File: src/sv/pcbs_pkg.sv
package pcbs_pkg;

    typedef struct packed {
        logic signed [15:0] box_left;
        logic signed [15:0] box_top;
        logic [15:0]        box_width;
        logic [15:0]        box_height;
        logic [6:0]         box_class;
        logic               box_last;
    } t_box_in;

    typedef struct packed {
        logic [5:0] box_index;
        logic       keep;
        logic       result_last;
    } t_box_out;

    typedef struct packed {
        logic signed [15:0] box_left;
        logic signed [15:0] box_top;
        logic [15:0]        box_width;
        logic [15:0]        box_height;
        logic [6:0]         box_class;
    } t_box_entry;

    localparam logic [0:0] CFG_IOU_THRESHOLD = 1'd0;
    localparam logic [0:0] CFG_MAX_KEPT      = 1'd1;
    localparam int         CFG_ADDR_W        = 1;
    localparam int         CFG_DATA_W        = 9;
    localparam logic [8:0] IOU_THR_RESET     = 9'd128;
    localparam logic [6:0] MAX_KEPT_RESET    = 7'd64;

endpackage

File: src/sv/pcbs_iou.sv
// Pairwise overlap test, 4 register stages. o_hit = pair overlaps too much.
module pcbs_iou (
    input  logic                 i_clk,
    input  logic                 i_rst_n,
    input  logic                 i_valid,
    input  pcbs_pkg::t_box_entry i_a,
    input  pcbs_pkg::t_box_entry i_b,
    input  logic [8:0]           i_thr,
    output logic                 o_valid,
    output logic                 o_hit
);
    // stage 1: extents
    logic               r_v1;
    logic signed [18:0] r_iw, r_ih;
    logic [16:0]        r_wa, r_ha, r_wb, r_hb;
    logic               r_v2;
    logic [35:0]        r_inter, r_area_a, r_area_b;
    logic               r_v3;
    logic [35:0]        r_inter3;
    logic [37:0]        r_union;
    logic               r_v4;
    logic [43:0]        r_lhs;
    logic [46:0]        r_rhs;

    logic signed [17:0] ra, rb, ba, bb, min_r, max_l, min_b, max_t;
    logic signed [18:0] n_iw, n_ih;

    always_comb begin
        ra = 18'(i_a.box_left) + 18'($signed({2'b0, i_a.box_width}));
        rb = 18'(i_b.box_left) + 18'($signed({2'b0, i_b.box_width}));
        ba = 18'(i_a.box_top) + 18'($signed({2'b0, i_a.box_height}));
        bb = 18'(i_b.box_top) + 18'($signed({2'b0, i_b.box_height}));
        min_r = (ra < rb) ? ra : rb;
        max_l = (i_a.box_left > i_b.box_left) ? 18'(i_a.box_left) : 18'(i_b.box_left);
        min_b = (ba < bb) ? ba : bb;
        max_t = (i_a.box_top > i_b.box_top) ? 18'(i_a.box_top) : 18'(i_b.box_top);
        n_iw = 19'(min_r) - 19'(max_l) + 19'sd16;
        n_ih = 19'(min_b) - 19'(max_t) + 19'sd16;
    end

    always_ff @(posedge i_clk) begin
        if (!i_rst_n) begin
            r_v1 <= 1'b0;
            r_v2 <= 1'b0;
            r_v3 <= 1'b0;
            r_v4 <= 1'b0;
        end else begin
            r_v1 <= i_valid;
            r_v2 <= r_v1;
            r_v3 <= r_v2;
            r_v4 <= r_v3;
        end
        r_iw <= n_iw[18] ? 19'sd0 : n_iw;
        r_ih <= n_ih[18] ? 19'sd0 : n_ih;
        r_wa <= 17'(i_a.box_width) + 17'd16;
        r_ha <= 17'(i_a.box_height) + 17'd16;
        r_wb <= 17'(i_b.box_width) + 17'd16;
        r_hb <= 17'(i_b.box_height) + 17'd16;
        // stage 2: three products (iw, ih at most 17 bits after clamp)
        r_inter  <= 36'(r_iw[17:0]) * 36'(r_ih[17:0]);
        r_area_a <= 36'(r_wa) * 36'(r_ha);
        r_area_b <= 36'(r_wb) * 36'(r_hb);
        // stage 3: union (always positive)
        r_inter3 <= r_inter;
        r_union  <= 38'(r_area_a) + 38'(r_area_b) - 38'(r_inter);
        // stage 4: scale both sides
        r_lhs <= {r_inter3, 8'd0};
        r_rhs <= 47'(r_union) * 47'(i_thr);
    end

    assign o_valid = r_v4;
    assign o_hit   = (47'(r_lhs) > r_rhs);
endmodule

File: src/sv/pcbs_back.sv
// Suppression sequencer and result queue.
module pcbs_back #(
    parameter int MAX_BOXES = 64,
    parameter int IDX_W     = 6,
    parameter int CNT_W     = 7
) (
    input  logic                 i_clk,
    input  logic                 i_rst_n,
    input  logic                 i_start,
    input  logic [CNT_W-1:0]     i_count,
    output logic [IDX_W-1:0]     o_rd_addr,
    input  pcbs_pkg::t_box_entry i_rd_data,
    input  logic [8:0]           i_thr,
    input  logic [6:0]           i_max_kept,
    output logic                 o_busy,
    output logic                 o_empty,
    input  logic                 i_pop,
    output pcbs_pkg::t_box_out   o_data
);
    // compare width for the kept count against the 7-bit cap
    localparam int KW = (CNT_W > 7) ? CNT_W : 7;

    typedef enum logic [6:0] {
        S_IDLE  = 7'b0000001,
        S_RDI   = 7'b0000010,
        S_LATI  = 7'b0000100,
        S_RDJ   = 7'b0001000,
        S_LATJ  = 7'b0010000,
        S_WAIT  = 7'b0100000,
        S_EMIT  = 7'b1000000
    } t_state;

    t_state r_state;
    logic [MAX_BOXES-1:0] r_sup;
    logic [CNT_W-1:0] r_n, r_i, r_j, r_kept;
    pcbs_pkg::t_box_entry r_a, r_b;
    logic r_go;
    logic iou_v, iou_hit;
    logic r_full;
    logic emit_now;
    pcbs_pkg::t_box_out r_out;

    pcbs_iou u_iou (
        .i_clk(i_clk), .i_rst_n(i_rst_n), .i_valid(r_go), .i_a(r_a), .i_b(r_b),
        .i_thr(i_thr), .o_valid(iou_v), .o_hit(iou_hit)
    );

    assign o_busy  = (r_state != S_IDLE);
    assign o_empty = ~r_full;
    assign o_data  = r_out;
    assign o_rd_addr = (r_state == S_RDI) ? r_i[IDX_W-1:0] : r_j[IDX_W-1:0];
    // a result word is queued when the output slot is free or being popped
    assign emit_now = (r_state == S_EMIT) && (!r_full || i_pop);

    always_ff @(posedge i_clk) begin
        if (!i_rst_n) begin
            r_state <= S_IDLE;
            r_sup   <= '0;
            r_full  <= 1'b0;
            r_go    <= 1'b0;
        end else begin
            r_go <= (r_state == S_LATJ) && (i_rd_data.box_class == r_a.box_class);
            r_full <= emit_now | (r_full & ~i_pop);
            unique case (r_state)
                S_IDLE: begin
                    if (i_start) begin
                        r_n <= i_count;
                        r_i <= '0;
                        r_sup <= '0;
                        r_kept <= '0;
                        r_state <= (i_count == '0) ? S_IDLE : S_RDI;
                    end
                end
                S_RDI: begin
                    if (r_i + 1'b1 >= r_n) begin
                        r_i <= '0;
                        r_state <= S_EMIT;
                    end else if (r_sup[r_i[IDX_W-1:0]]) begin
                        r_i <= r_i + 1'b1;
                    end else begin
                        r_j <= r_i + 1'b1;
                        r_state <= S_LATI;
                    end
                end
                S_LATI: begin
                    r_a <= i_rd_data;
                    r_state <= S_RDJ;
                end
                S_RDJ: begin
                    if (r_j >= r_n) begin
                        r_i <= r_i + 1'b1;
                        r_state <= S_RDI;
                    end else if (r_sup[r_j[IDX_W-1:0]]) begin
                        r_j <= r_j + 1'b1;
                    end else begin
                        r_state <= S_LATJ;
                    end
                end
                S_LATJ: begin
                    r_b <= i_rd_data;
                    if (i_rd_data.box_class == r_a.box_class) begin
                        r_state <= S_WAIT;
                    end else begin
                        r_j <= r_j + 1'b1;
                        r_state <= S_RDJ;
                    end
                end
                S_WAIT: begin
                    if (iou_v) begin
                        if (iou_hit) r_sup[r_j[IDX_W-1:0]] <= 1'b1;
                        r_j <= r_j + 1'b1;
                        r_state <= S_RDJ;
                    end
                end
                S_EMIT: begin
                    if (emit_now) begin
                        r_out.box_index <= 6'(r_i);
                        r_out.result_last <= (r_i + 1'b1 == r_n);
                        if (!r_sup[r_i[IDX_W-1:0]] && r_kept < r_n
                            && KW'(r_kept) < KW'(i_max_kept)) begin
                            r_out.keep <= 1'b1;
                            r_kept <= r_kept + 1'b1;
                        end else begin
                            r_out.keep <= 1'b0;
                        end
                        r_i <= r_i + 1'b1;
                        if (r_i + 1'b1 == r_n) r_state <= S_IDLE;
                    end
                end
                default: r_state <= S_IDLE;
            endcase
        end
    end
endmodule

File: config.mk
export PLATFORM = sky130hd
export DESIGN_NAME = pcbs_back
export DESIGN_NICKNAME = d
export VERILOG_FILES = /design/src/sv/pcbs_pkg.sv /design/src/sv/pcbs_iou.sv /design/src/sv/pcbs_back.sv
export SDC_FILE = /design/constraint.sdc
export NUM_CORES = 2
export LEC_CHECK = 0
export BUFFER_PORTS_ARGS = -buffer_cell sky130_fd_sc_hd__buf_4
export CAP_MARGIN = 5
export CORE_MARGIN = 2
export CORE_UTILIZATION = 45
export CTS_BUF_LIST = sky130_fd_sc_hd__clkbuf_2
export CTS_CLUSTER_DIAMETER = 80
export DETAILED_ROUTE_END_ITERATION = 12
export PLACE_DENSITY = 0.72
export SLEW_MARGIN = 10
export SYNTH_ARGS = -nofsm -noshare
export SYNTH_HDL_FRONTEND = slang
export SYNTH_HIERARCHICAL = 1
export SYNTH_SLANG_ARGS = --single-unit
File: constraint.sdc
create_clock -name i_clk -period 11.4 [get_ports i_clk]
set_clock_uncertainty 0.15 [all_clocks]
set_input_delay 2.28 -clock i_clk [delete_from_list [all_inputs] [get_ports i_clk]]
set_output_delay 2.28 -clock i_clk [all_outputs]
set_load 0.03 [all_outputs]
* Word level (Yosys, flattened, before mapping)
Index checks and enable logic that the tools add are counted.
** Storage, ports and cells
- Flip-flop bits (word level) :: 613
- Output and inout port bits :: 16
- Word-level logic and storage cells :: 165
** Cells by class
- Add/subtract/negate cells :: 17
- Multipliers :: 4
- $lt $le $gt $ge :: 12
- Eq/ne operators :: 25
- Muxes and demuxes :: 43
- Bitwise operators :: 5
- Reduce and logical (&&, ||, !) cells :: 22
** Operator list (number)
- $mux W64 :: 3
- $mux W7 :: 21
- $pmux W64 S2 :: 1
- $add A16 B17 Y18 :: 4
- $mux W18 :: 4
- $add A16 B5 Y17 const B :: 4
- $mul A17 B17 Y34 :: 2
- $or A64 B64 Y64 :: 1
- $pmux W7 S4 :: 2
- $pmux W7 S7 :: 1
- $gt A44 B47 Y1 :: 1
- $mul A38 B9 Y47 :: 1
- $add A19 B6 Y19 const B :: 2
- $sub A18 B18 Y19 :: 2
- $sub A38 B36 Y38 :: 1
- $lt A18 B18 Y1 :: 2
- $mul A18 B18 Y36 :: 1
- $add A34 B34 Y35 :: 1
- $gt A16 B16 Y1 :: 2
- $add A7 B1 Y7 const B :: 3
- $ne A2 B2 Y1 const B :: 9
- $eq A7 B7 Y1 :: 2
- $ge A7 B7 Y1 :: 2
- $lt A6 B7 Y1 const B :: 2
- other kinds (34) :: 54

* Depth between registers and ports, before layout
- Depth after elaboration :: 8
- Mapped depth :: 39

* Hierarchy
Netlist, hierarchy kept.
** Modules (own cells, without submodules)
- pcbs_iou :: times used 1, cells an instance 6548, area an instance 58269.6 um2
- pcbs_back :: times used 1, cells an instance 798, area an instance 10417.5 um2

* Least setup slack after synthesis
No wires, ideal clock.
- Kind :: input -> register
- Start point :: input i_rst_n
- End point :: register r_a[0] in the netlist's numbering, enable pin
- Setup time :: 0.674 ns
- Arrival :: 9.291 ns
- Path slack :: 1.285 ns
- Stages on the path :: 3
- Path buffers :: 1
- Cells stage by stage :: clkbuf_1 -> nand2_1 -> nor4_1
** On the way
- Longest elaborated chain between the ends :: 1
** RTL lines
- start: declaration :: line pcbs_back.sv:8 : input logic i_rst_n,
- $reduce_and A2 Y1 (no line)
- end signal: assignment :: line pcbs_back.sv:86 : r_a <= i_rd_data;
- end: declaration :: line pcbs_back.sv:36 : pcbs_pkg::t_box_entry r_a, r_b;
No other way between the ends.
A chain may end at the register's enable or synchronous reset.

* Worst setup path in the final report
- Start point :: register r_b[7] in the netlist's numbering
- End point :: register u_iou.r_ih[11]
** On the way
- Longest elaborated chain between the ends :: 5
** RTL lines
- start: declaration :: line pcbs_back.sv:36
- start signal: assignment :: line pcbs_back.sv:100 : r_b <= i_rd_data;
- $add A16 B17 Y18 (*) :: line pcbs_iou.sv:32 : bb = 18'(i_b.box_top) + 18'($signed({2'b0, i_b.box_height}));
- $lt A18 B18 Y1 :: line pcbs_iou.sv:35 : min_b = (ba < bb) ? ba : bb;
- $mux W18 (*) :: line pcbs_iou.sv:35
- $sub A18 B18 Y19 (*) :: line pcbs_iou.sv:38 : n_ih = 19'(min_b) - 19'(max_t) + 19'sd16;
- $add A19 B6 Y19 (*) :: line pcbs_iou.sv:38
- end signal: assignment :: line pcbs_iou.sv:54 : r_ih <= n_ih[18] ? 19'sd0 : n_ih;
- end: declaration :: line pcbs_iou.sv:14 : logic signed [18:0] r_iw, r_ih;
Every way passes the cells marked *; elsewhere a longest branch is shown, timed or not.

==> summary.txt <==
Run status
  • Status: completed

Clocking
  • Clk slew on worst S/H paths: 100 ps
  • Root Buffer: clkbuf_2
  • Total CTS buffers: 155
  • Clk buf depth: 3
  • Post-CTS Hold Fix Bufs: 0
  • Worst-Skew Late Latency: 1560 ps
  • H-tree Lvls: 4
  • Post-CTS Resized: 0
  • TritonCTS clock tree: done
  • Num Clock Sinks: 612
  • Post CTS Setup Buffer Count: 0

Global routing
  • GRT Max-Usage Layer: met2
  • Global-route wire length before repair: 277000 um
  • GRT met3 Usage: 0.0384
  • Pin count of the biggest net entering global routing: 65
  • Number of global-route vias before repair: 53800
  • GR Layer Usage met1: 0.284
  • Initial antenna violation count: 7
  • GR Overflow Total: 0
  • GRT Total Usage: 0.220
  • Met2 Track Usage GR: 0.358

Drt
  • Drc violations: 0
  • Via density: 5.24
  • DRT antenna net count: 0
  • Final WL: 167000 um
  • Wirelength per Cell: 17.5 um
  • DRT Pass-1 Iters: 6
  • DRT iter0 DRCs: 2846
  • Detailed-route via count: 50000

Placement
  • DPL Wire Length: 133000 um
  • I/O Buffers: 113
  • Routability cong.: 0.937
  • Cells after DPL: 9249

Yosys
  • Cell count after synthesis: 7339
  • Synth Net Count: 9133
  • Cell Area, Synth: 68500 sq um
  • Mapped Avg Cell Area: 9.33 sq um
  • Yosys warns: 6

Finish
  • Proportion of layout cells with a drive suffix above 1: 0.0663
  • Finished Layout Cells: 9534
  • Final Util: 0.479
  • NumNets Final: 9170
  • Area grow syn2layout: 6.02%
  • Commonest cells after routing, fill and taps aside: inv_1, fa_1, nand2_1
  • Leading cell type in the layout, fill and taps excluded: inv_1

Floorplan
  • Top Ports: 114
  • Starting density of the core: 0.452
  • DIE HEIGHT: 394 um
  • Total core area: 152000 sq um
  • Die footprint: 155000 sq um
  • Number of core rows: 143
  • Die X: 394 um

Critical path
  • Worst-path maximum fanout: 16
  • Reg-to-reg startpoint: r_b[7]
  • R2R setup slack: 2350 ps
  • WP data arrival: 10350 ps
  • R2R cell count: 32
  • Slowest cell on the critical path: xor2_1
  • WP data required: 12700 ps
  • Crit path kind: flip-flop to flip-flop
  • Critical Path Start: r_b[7]
  • Crit Reg-Reg Endpoint: u_iou/r_ih[11]
  • CP max stage delay: 870 ps
  • Worst setup EP type: flip-flop
  • Startpoint type of the worst setup path: flip-flop

Timing
  • Hold_ws: 147 ps
  • Tcrit/Tclk final: 0.794
  • RSZ-0062 raised after global routing: false
  • Tightest Pin Transition: 1200 ps
  • Max_slew headroom: 0.198
  • Setup TNS Final: 0 ps
  • Slew Viols, Final: 0
  • Final Critical Period: 9050 ps
  • Final Hold Violating Endpoints: 0
  • Final setup violation count: 0
  • FMAX: 111 MHz

Hold path
  • Hold wc startpoint: u_iou/r_inter3[29]
  • WHS Endpoint: u_iou/r_lhs[37]
  • Worst Hold Class: flip-flop to flip-flop
  • Hold depth: 0

Power
  • Peak VDD IR: 0.000555 V
  • PD cells: 239 nW/um^2
  • Leakage dissipation: 35.8 nW

Job
  • Max_cap viols: 0
## per-stage QoR
| step | instance area, sq um | worst slack (ps) | power (W) |
|---|---|---|---|
| floorplan | 68500 | 1280 | 0.0127 |
| global placement | 71100 | 2670 | 0.0153 |
| detailed placement | 71100 | 2500 | 0.0154 |
| CTS | 72600 | 2490 | 0.0173 |
| global route | 72600 | 1640 | 0.0192 |
| finish | 72600 | 2350 | 0.0173 |
## report_power, final
group,switching (W),internal (W)
clock,0.000942,0.000623
sequential,0.000312,0.00271
combinational,0.00729,0.00545
## per-layer routing
| metal | share of wire | vias to the layer above |
|---|---|---|
| li1 | - | 23200 |
| met1 | 0.42 | 24700 |
| met2 | 0.46 | 1725 |
| met3 | 0.065 | 390 |
| met4 | 0.048 | 4 |
| met5 | 0.00015 | - |
## worst max-delay path: cells and delay by family, from the launching register on
family	cells	cell delay, ps
compound gates	20	4780
xor+xnor	2	1020
fa+ha+maj	5	1530
flops	1	400
mux	1	350
simple gates	4	710
## worst max path at each step
stage | endpoint | depth (start not counted)
after floorplan | r_a[0] | 3
after global placement | u_iou/r_ih[11] | 35
after detailed placement | u_iou/r_ih[11] | 32
after CTS | u_iou/r_ih[11] | 32
after global routing | u_iou/r_ih[6] | 35
final | u_iou/r_ih[11] | 32
## flip-flops by register name, indices dropped and copies added (netlist names), 18 cells and up
signal          count
u_iou/r_ih         18
u_iou/r_inter3     36
r_a                71
u_iou/r_rhs        47
u_iou/r_iw         18
u_iou/r_inter      36
u_iou/r_lhs        36
u_iou/r_area_a     34
r_b                64
r_sup              64
u_iou/r_area_b     34
u_iou/r_union      37
## layout make-up
cell class,count,area [sq um]
Fill cell,14100,78900
Multi-Input combinational cell,5038,48200
Sequential cell,612,14000
Inverter,1427,5360
Tap cell,2030,2540
Clock buffer,216,1080
Timing Repair Buffer,142,1070
Clock inverter,63,420
Antenna cell,6,15.0
Power figures use the tool's default switching activity.
